===== src/sv/toeq_pkg.sv =====
`timescale 1ns / 1ps

package toeq_pkg;

    localparam int EVENT_BITS = 4;
    localparam int AGENT_BITS = 8;
    localparam int SEC_BITS   = 32;
    localparam int NSEC_BITS  = 30;
    localparam int FILL_BITS  = 5;

    // request codes
    localparam logic REQ_INSERT = 1'b0;
    localparam logic REQ_POP    = 1'b1;

    typedef enum logic [1:0] {
        ST_INSERTED     = 2'd0,
        ST_POPPED       = 2'd1,
        ST_POP_EMPTY    = 2'd2,
        ST_DROPPED_FULL = 2'd3
    } t_status;

    typedef struct packed {
        logic                  req_type;
        logic [EVENT_BITS-1:0] event_code;
        logic [AGENT_BITS-1:0] source_id;
        logic [SEC_BITS-1:0]   time_sec;
        logic [NSEC_BITS-1:0]  time_nsec;
    } t_req;

    typedef struct packed {
        t_status               status;
        logic [EVENT_BITS-1:0] out_event_code;
        logic [AGENT_BITS-1:0] out_source_id;
        logic [SEC_BITS-1:0]   out_time_sec;
        logic [NSEC_BITS-1:0]  out_time_nsec;
        logic [FILL_BITS-1:0]  fill_level;
    } t_result;

    // one stored event
    typedef struct packed {
        logic [EVENT_BITS-1:0] ev;
        logic [AGENT_BITS-1:0] agent;
        logic [SEC_BITS-1:0]   sec;
        logic [NSEC_BITS-1:0]  nsec;
    } t_entry;

    // broadcast to every cell
    typedef struct packed {
        logic ins;
        logic pop;
    } t_cell_ctl;

endpackage


===== src/sv/toeq_cell.sv =====
`timescale 1ns / 1ps

// One slot of the sorted chain. Flags whether the new event belongs here or
// further up, and shifts with its neighbors on insert and pop.
module toeq_cell (
    input  logic               i_clk,
    input  toeq_pkg::t_cell_ctl i_ctl,
    input  logic               i_occupied,
    input  toeq_pkg::t_entry   i_new,
    input  toeq_pkg::t_entry   i_left,
    input  logic               i_left_take,
    input  toeq_pkg::t_entry   i_right,
    output toeq_pkg::t_entry   o_entry,
    output logic               o_take
);

    toeq_pkg::t_entry r_entry;
    logic             w_later;

    // stored time strictly later than the new one: new goes in front
    assign w_later = (r_entry.sec > i_new.sec) ||
                     ((r_entry.sec == i_new.sec) && (r_entry.nsec > i_new.nsec));
    // an empty slot always takes, so inserts land at the tail when nothing is later
    assign o_take  = !i_occupied || w_later;
    assign o_entry = r_entry;

    always_ff @(posedge i_clk) begin
        if (i_ctl.ins) begin
            if (o_take && !i_left_take) begin
                r_entry <= i_new;
            end else if (o_take) begin
                r_entry <= i_left;
            end
        end else if (i_ctl.pop) begin
            r_entry <= i_right;
        end
    end

endmodule


===== src/sv/time_ordered_event_queue_unit.sv =====
`timescale 1ns / 1ps

// Channel   | Ports                    | Direction | Transfer
// ----------+--------------------------+-----------+---------------------------
// request   | i_start, o_busy, i_req   | in        | i_start && !o_busy at edge
// result    | o_done, o_result         | out       | o_done high for one cycle
//
// One transaction per cycle: every cell compares its stored time against the
// incoming one in parallel, so o_busy stays low and the chain shifts in the
// cycle of acceptance. o_result and o_done are registered and appear in the
// cycle after the accepting edge. Synchronous active-low reset empties the
// queue (fill count to zero); cell contents are not cleared. The receiver
// cannot stall; results are never held back.
module time_ordered_event_queue_unit #(
    parameter int DEPTH = 16
) (
    input  logic              i_clk,
    input  logic              i_rst_n,
    input  logic              i_start,
    input  toeq_pkg::t_req    i_req,
    output logic              o_busy,
    output logic              o_done,
    output toeq_pkg::t_result o_result
);

    localparam int CW = $clog2(DEPTH + 1);

    logic [CW-1:0]       r_count, n_count;
    logic                r_done;
    toeq_pkg::t_result   r_res, n_res;

    toeq_pkg::t_entry    w_new;
    toeq_pkg::t_entry    w_entry [DEPTH];
    logic [DEPTH-1:0]    w_take;
    toeq_pkg::t_cell_ctl w_ctl;
    logic                w_accept;
    logic                w_full;
    logic                w_empty;

    // nothing multi-cycle inside: the chain takes a transaction every cycle
    assign o_busy   = 1'b0;
    assign w_accept = i_start && !o_busy;
    assign w_full   = (r_count == CW'(DEPTH));
    assign w_empty  = (r_count == '0);

    assign w_new.ev    = i_req.event_code;
    assign w_new.agent = i_req.source_id;
    assign w_new.sec   = i_req.time_sec;
    assign w_new.nsec  = i_req.time_nsec;

    // dropped inserts and empty pops leave the chain untouched
    assign w_ctl.ins = w_accept && (i_req.req_type == toeq_pkg::REQ_INSERT) && !w_full;
    assign w_ctl.pop = w_accept && (i_req.req_type == toeq_pkg::REQ_POP) && !w_empty;

    // head at cell 0; each cell sees its left and right neighbor
    for (genvar g = 0; g < DEPTH; g++) begin : g_cell
        toeq_pkg::t_entry w_left;
        toeq_pkg::t_entry w_right;
        logic             w_left_take;

        if (g == 0) begin : g_head
            assign w_left      = w_new;
            assign w_left_take = 1'b0;
        end else begin : g_body
            assign w_left      = w_entry[g-1];
            assign w_left_take = w_take[g-1];
        end

        if (g == DEPTH - 1) begin : g_tail
            assign w_right = w_entry[g];
        end else begin : g_mid
            assign w_right = w_entry[g+1];
        end

        toeq_cell u_cell (
            .i_clk       (i_clk),
            .i_ctl       (w_ctl),
            .i_occupied  (CW'(g) < r_count),
            .i_new       (w_new),
            .i_left      (w_left),
            .i_left_take (w_left_take),
            .i_right     (w_right),
            .o_entry     (w_entry[g]),
            .o_take      (w_take[g])
        );
    end

    // result and count for the accepted transaction
    always_comb begin
        n_count = r_count;
        n_res   = '0;
        if (i_req.req_type == toeq_pkg::REQ_INSERT) begin
            if (w_full) begin
                n_res.status = toeq_pkg::ST_DROPPED_FULL;
            end else begin
                n_res.status = toeq_pkg::ST_INSERTED;
                n_count      = r_count + CW'(1);
            end
        end else begin
            if (w_empty) begin
                n_res.status = toeq_pkg::ST_POP_EMPTY;
            end else begin
                n_res.status         = toeq_pkg::ST_POPPED;
                n_res.out_event_code = w_entry[0].ev;
                n_res.out_source_id  = w_entry[0].agent;
                n_res.out_time_sec   = w_entry[0].sec;
                n_res.out_time_nsec  = w_entry[0].nsec;
                n_count              = r_count - CW'(1);
            end
        end
        n_res.fill_level = toeq_pkg::FILL_BITS'(n_count);
    end

    always_ff @(posedge i_clk) begin
        if (!i_rst_n) begin
            r_count <= '0;
            r_done  <= 1'b0;
        end else begin
            r_done <= w_accept;
            if (w_accept) begin
                r_count <= n_count;
            end
        end
    end

    always_ff @(posedge i_clk) begin
        if (w_accept) begin
            r_res <= n_res;
        end
    end

    assign o_done   = r_done;
    assign o_result = r_res;

endmodule


===== config.mk =====
export PLATFORM = sky130hd
export DESIGN_NAME = time_ordered_event_queue_unit
export DESIGN_NICKNAME = d
export VERILOG_FILES = /design/src/sv/toeq_pkg.sv /design/src/sv/toeq_cell.sv /design/src/sv/time_ordered_event_queue_unit.sv
export SDC_FILE = /design/constraint.sdc
export NUM_CORES = 2
export LEC_CHECK = 0
export BUFFER_PORTS_ARGS = -buffer_cell sky130_fd_sc_hd__buf_2
export CORE_MARGIN = 3
export CORE_UTILIZATION = 40
export CTS_BUF_LIST = sky130_fd_sc_hd__clkbuf_4 sky130_fd_sc_hd__clkbuf_8 sky130_fd_sc_hd__clkbuf_16
export DETAILED_ROUTE_END_ITERATION = 8
export SETUP_SLACK_MARGIN = 0.5
export SLEW_MARGIN = 20
export SYNTH_ARGS = -nofsm -noshare
export SYNTH_HDL_FRONTEND = slang
export SYNTH_SLANG_ARGS = --single-unit
export TNS_END_PERCENT = 30

===== constraint.sdc =====
create_clock -name i_clk -period 30.2 [get_ports i_clk]
set_input_delay 4.53 -clock i_clk [delete_from_list [all_inputs] [get_ports i_clk]]
set_output_delay 4.53 -clock i_clk [all_outputs]
set_load 0.02 [all_outputs]

## Word-level counts from Yosys, hierarchy flattened

Cells that the tools add are included.

| cells by class | value |
|---|---|
| order comparisons | 48 |
| bitwise logic cells | 1 |
| $add $sub $neg | 2 |
| multiplexer cells | 67 |
| reduce and logical (&&, ||, !) cells | 120 |
| eq/ne operators | 32 |

Operators by type and width:

| kind | count |
|---|---|
| 74-bit two-way mux | 61 |
| 32-bit equality test | 16 |
| 32-bit greater-than comparator | 16 |
| 30-bit greater-than comparator | 16 |
| 3-bit by 1-bit inequality test with 1-bit output, second input constant | 14 |
| 4-bit by 5-bit less-than comparator with 1-bit output, first input constant | 8 |
| 1-bit logical AND | 35 |
| 1-bit zero test | 33 |
| 1-bit logical OR | 32 |
| 2-bit AND reduction | 16 |
| 3-bit by 5-bit less-than comparator with 1-bit output, first input constant | 4 |
| 5-bit two-way mux | 3 |
| 1-bit by 5-bit less-than comparator with 1-bit output, first input constant | 2 |
| 2-bit by 5-bit less-than comparator with 1-bit output, first input constant | 2 |
| 2-bit two-way mux | 3 |
| 5-bit by 1-bit adder with 5-bit output, second input constant | 1 |
| 5-bit equality test, second input constant | 1 |
| 5-bit zero test | 1 |
| 5-bit by 1-bit subtractor with 5-bit output, second input constant | 1 |
| 2-bit nonzero test | 2 |
| 2-bit by 1-bit inequality test with 1-bit output, second input constant | 1 |
| 2-bit OR reduction | 1 |
| 1-bit inverter | 1 |

| storage, ports and cells | value |
|---|---|
| input port bits | 78 |
| output and inout port bits | 83 |
| register bits | 1271 |
| logic and storage cells | 342 |

## Logic depth before layout (Yosys ltp)

| logic depth | value |
|---|---|
| depth in word-level cells | 8 |
| gate-level depth with buffers | 13 |
| mapped depth without buffers | 10 |

## Hierarchy

Synthesis repeated with hierarchy kept, for this count alone.

| second synthesis, totals | value |
|---|---|
| cells, all modules | 10796 |
| area, all modules | 106632.3 um2 |

By module, submodules not included:

| module | seq. area each (um2) | area an instance (um2) | times used | cells an instance |
|---|---|---|---|---|
| toeq_cell | 2222.1 | 6426.2 | 16 | 658 |
| time_ordered_event_queue_unit | 2552.4 | 3813.7 | 1 | 268 |

## Worst setup path after synthesis

Ideal clock, no wire load.

| timing path | value |
|---|---|
| kind | input to register |
| from | input port i_start |
| to | register g_cell[15].u_cell.r_entry (netlist bit g_cell[15].u_cell.o_entry[0]), enable pin |
| arrival time | 12.890 ns |
| slack | 16.622 ns |
| stages | 7 |
| required time | 29.512 ns |
| path buffers | 5 |
| setup time | 0.688 ns |
| path through | clkbuf_1 -> nand3b_1 -> clkbuf_1 -> clkbuf_1 -> clkbuf_1 -> clkbuf_1 -> nor4_1 |

| on the way | value |
|---|---|
| longest elaborated chain between the ends | 3 |

Ends and longest elaborated chain:

| element | RTL line | RTL |
|---|---|---|
| from (decl) | time_ordered_event_queue_unit.sv:19 | `input logic i_start,` |
| 1-bit logical AND (2 in series) | time_ordered_event_queue_unit.sv:52 | `assign w_ctl.ins = w_accept && (i_req.req_type == toeq_pkg::REQ_INSERT) && !w_full;` |
| 2-bit AND reduction (no line) | -- |  |
| to (signal assigned) | toeq_cell.sv:30 | `r_entry <= i_new;` |
| to (signal assigned) | toeq_cell.sv:32 | `r_entry <= i_left;` |
| to (signal assigned) | toeq_cell.sv:35 | `r_entry <= i_right;` |
| to (decl) | toeq_cell.sv:17 | `toeq_pkg::t_entry r_entry;` |

Every way passes these cells.
A chain may end at the register's enable or synchronous reset.

## Worst setup path in the final report

| timing path | value |
|---|---|
| from | input port i_req[60] (netlist bit) |
| to | register g_cell[1].u_cell.r_entry (netlist bit g_cell[1].u_cell.o_entry[4]), enable pin |

| on the way | value |
|---|---|
| longest elaborated chain between the ends | 8 |
| elaborated cells between the ends (all ways) | 14 |
| those cells by class | order compare (2); eq/ne (3); reduce/logical (9) |

Ends and longest elaborated chain:

| element | RTL line | RTL |
|---|---|---|
| from (decl) | time_ordered_event_queue_unit.sv:20 | `input toeq_pkg::t_req i_req,` |
| branches (longest 6 deep; another with 32-bit greater-than comparator) | -- |  |
| 3-bit by 1-bit inequality test with 1-bit output (no line) * | -- |  |
| 2-bit AND reduction (no line) * | -- |  |
| to (signal assigned) | toeq_cell.sv:30 |  |
| to (signal assigned) | toeq_cell.sv:32 |  |
| to (signal assigned) | toeq_cell.sv:35 |  |
| to (decl) | toeq_cell.sv:17 |  |

Mark *: on every way between the ends.

==> results.tsv <==
metric	value	unit
Final Cycle Share	34.4	%
max-slew violations	0	
Post-synth EDFFs	1265	
clock slew at reported path FFs	60	ps
most used cells in the layout excluding fill and tap cells	1265 x edfxtp_1, 1076 x nand2_1, 995 x ha_1	
DRT iter0 DRCs	11948	
CP Data Required Time	30670	ps
Period minus WS final	10400	ps
vias in the first global route	75083	
worst r2r src	r_count[1]	
Worst R2R Path Depth	10	
synth warn	0	
setup tns final	0	ps
DP HPWL	249000	µm
critical path's slowest cell	a211oi_1	
Leak	37.9	nW
H-tree levels	4	
Critical Path Source	i_req[60]	
total chip power	0.00541	W
clk_lat worst skew	850	ps
Avg Synthesized Cell Area	9.85	µm²
final non-filler cell total	11513	
io pins	161	
Total Routing Usage GR	32.6	%
clock tree buffer depth	3	
critical path depth	12	
clock root buffer	clkbuf_16	
worst rel slew slack	7.05	%
hold buffers post-CTS	0	
Hold Vio Cnt, Final	0	
CTS tree	done	
share of layout cells above drive strength 1	8.75	%
clock sink total	1271	
setup violators final	0	
Peak VDD IR	0.0629	mV
Die Span Y	471	µm
startpoint types	input port	
maxcap violations	0	
Num CTS Buffers	155	
Finished Cell Area	0.0951	mm²
worst reg2reg setup slack	23600	ps
kind of critical path	in2reg	
xor-xnor portion of the synthesized cell area	0.0304	%
routed vias	78487	
CP Cell Sequence	buf_2 -> inv_1 -> ha_1 -> nand4_1 -> or4_1 -> or4_1 -> a2111o_1 -> a211oi_1 -> or2_4 -> a21oi_4 -> buf_4 -> buf_4	
syn nets	9843	
CP bufs+invs	4	
first-pass GRT wire length	536000	µm
DRC Markers	0	
Crit. End Element	flip-flop	
synthesized cell area	0.0863	mm²
outcome	completed	
Hold Crit Class	reg2reg	
fin nets	9630	
post-synthesis mux area share	1.83	%
grt ovf	0	
max incr delay on CP	930	ps
post-cts sizing count	0	
die width	471	µm
CP Data Arrival Time	10860	ps
cell count after synthesis	8770	
cell family with most CP delay	simple AND/OR/NAND/NOR gates	
postcts setup bufs	0	
Synth Area in Compound Gates	20.2	%
initial antenna violation count	21	
RSZ-0062 raised after global routing	no	
WL/cell	32.5	µm
Std-Cell Rows	169	
Die Area	0.221	mm²
total core area	0.213	mm²
P&R area growth vs syn	10.2	%
Seq/Total Area, Yosys	44.1	%
flops & latches, synth	1271	
gpl congestion	1.00	
DRT Pass-1 Iters	8	
most common cell after layout, fill and taps aside	edfxtp_1	
PwrDens	56.8	mW/mm²
Synth Area in Simple Gates	15.2	%
final WL	374000	µm
pin count of the biggest net entering global routing	211	
Yosys cell types	74	
final core utilization	44.6	%
Critical Path Sink	g_cell[1].u_cell.o_entry[4]	
dpl cells	11219	
Worst Tran Pin Value	1390	ps
FMAX	0.0962	GHz
Initial Utilization	40.5	%
Via-to-Cell Ratio	6.82	
post-synthesis adder-cell area fraction	14.4	%
Clock Skews	41.5	ps
CP Max Fanout	38	
Port Buf Inserts	159	
Final ANT Viol Nets	0	
main combinational cell family by area after synthesis	compound AO/OA/AOI/OAI gates	
Primary FF master, synth	edfxtp_1	
reg-to-reg endpoint	g_cell[1].u_cell.o_entry[4]	
async set-or-reset flop fraction in the synthesized netlist	0	%
DP Area	0.0900	mm²
## worst min-delay path by stage
| stage | startpoint | end | cells after the start |
|---|---|---|---|
| 4_1_cts | r_count[4] | r_count[4] | 2 |
| 3_3_place_gp | r_count[4] | r_count[4] | 2 |
| 6_report | r_count[4] | r_count[4] | 2 |
| 2_1_floorplan | g_cell[11].u_cell.o_entry[62] | g_cell[10].u_cell.o_entry[62] | 2 |
| 3_5_place_dp | r_count[4] | r_count[4] | 2 |
| 5_1_grt | r_count[4] | r_count[4] | 2 |
## sequential cells by signal, indices dropped and copies added, names as in the netlist
name / count
o_result: 81
o_done: 1
r_count: 5
g_cell.u_cell.o_entry: 1184
## cell usage after synthesis (9+ instances only)
| master | number | area, µm² |
|---|---|---|
| a211oi_1 | 43 | 323 |
| nand2_1 | 1078 | 4050 |
| o211ai_1 | 400 | 3000 |
| and4_1 | 26 | 228 |
| a21o_1 | 279 | 2090 |
| and3_1 | 9 | 56.3 |
| nor4_1 | 35 | 219 |
| a31oi_1 | 154 | 963 |
| nor2_1 | 466 | 1750 |
| inv_1 | 209 | 785 |
| a221oi_1 | 22 | 193 |
| buf_1 | 60 | 225 |
| o21a_1 | 9 | 67.6 |
| a21oi_1 | 799 | 4000 |
| o31ai_1 | 20 | 150 |
| nor3_1 | 41 | 205 |
| edfxtp_1 | 1265 | 38000 |
| ha_1 | 995 | 12400 |
| nand2b_1 | 28 | 175 |
| o21ai_0 | 268 | 1340 |
| nor2b_1 | 49 | 307 |
| a221o_1 | 440 | 4400 |
| buf_2 | 50 | 250 |
| mux2_2 | 72 | 811 |
| a2111oi_0 | 12 | 105 |
| mux2i_1 | 77 | 771 |
| nand3_1 | 884 | 4420 |
| nand4_1 | 197 | 1230 |
| a21boi_0 | 13 | 97.6 |
| and2_1 | 26 | 163 |
| clkbuf_1 | 600 | 2250 |
## metrics by stage
step / hold WS [ps] / worst slack, ps
after floorplan: 520 / 16620
after global placement: 498 / 18310
after detailed placement: 508 / 19190
after CTS: 525 / 20050
after global routing: 546 / 20000
final: 526 / 19800
## cell type report
cell class	count	area, µm²
Sequential cell	1271	38100
Multi-Input combinational cell	6567	45200
Antenna cell	7	17.5
Clock inverter	102	987
Fill cell	20065	118000
Tap cell	2821	3530
Inverter	209	785
Clock buffer	183	4090
Timing Repair Buffer	353	2390
## where the power goes
| group | switching, W | leakage, nW | internal, W | total [W] |
|---|---|---|---|---|
| Combinational | 0.000795 | 23.3 | 0.000359 | 0.00115 |
| Clock | 0.000861 | 2.48 | 0.00107 | 0.00193 |
| Sequential | 0.000155 | 12.1 | 0.00217 | 0.00233 |
| Total | 0.00181 | 37.9 | 0.00360 | 0.00541 |
## kinds of logic after synthesis
group	after synthesis
AOI/OAI and AO/OA	2538
xor gates and xnor gates	3
adders and majority gates	995
buffers and inverters	932
DFF	1271
muxes	149
other	1
and+or+nand+nor	2881
## tightest hold or removal path, delay by kind of cell, from the launching register on
kind	cells	cell delay (ps)
muxes	1	70
and+or+nand+nor	1	100
DFF	1	330
## layer usage
layer  share of wire (%)  vias to the layer above  global-route usage (%)  wire length [µm]
li1                    -                    33440                       -                 -
met1                  41                    38680                    44.9            152000
met2                  42                     5435                    47.5            158000
met3                  12                      920                    8.06             43800
met4                 5.5                       12                    15.9             20500
met5               0.023                        -                       0                85
Note: power is estimated with default switching activity, not from simulation.
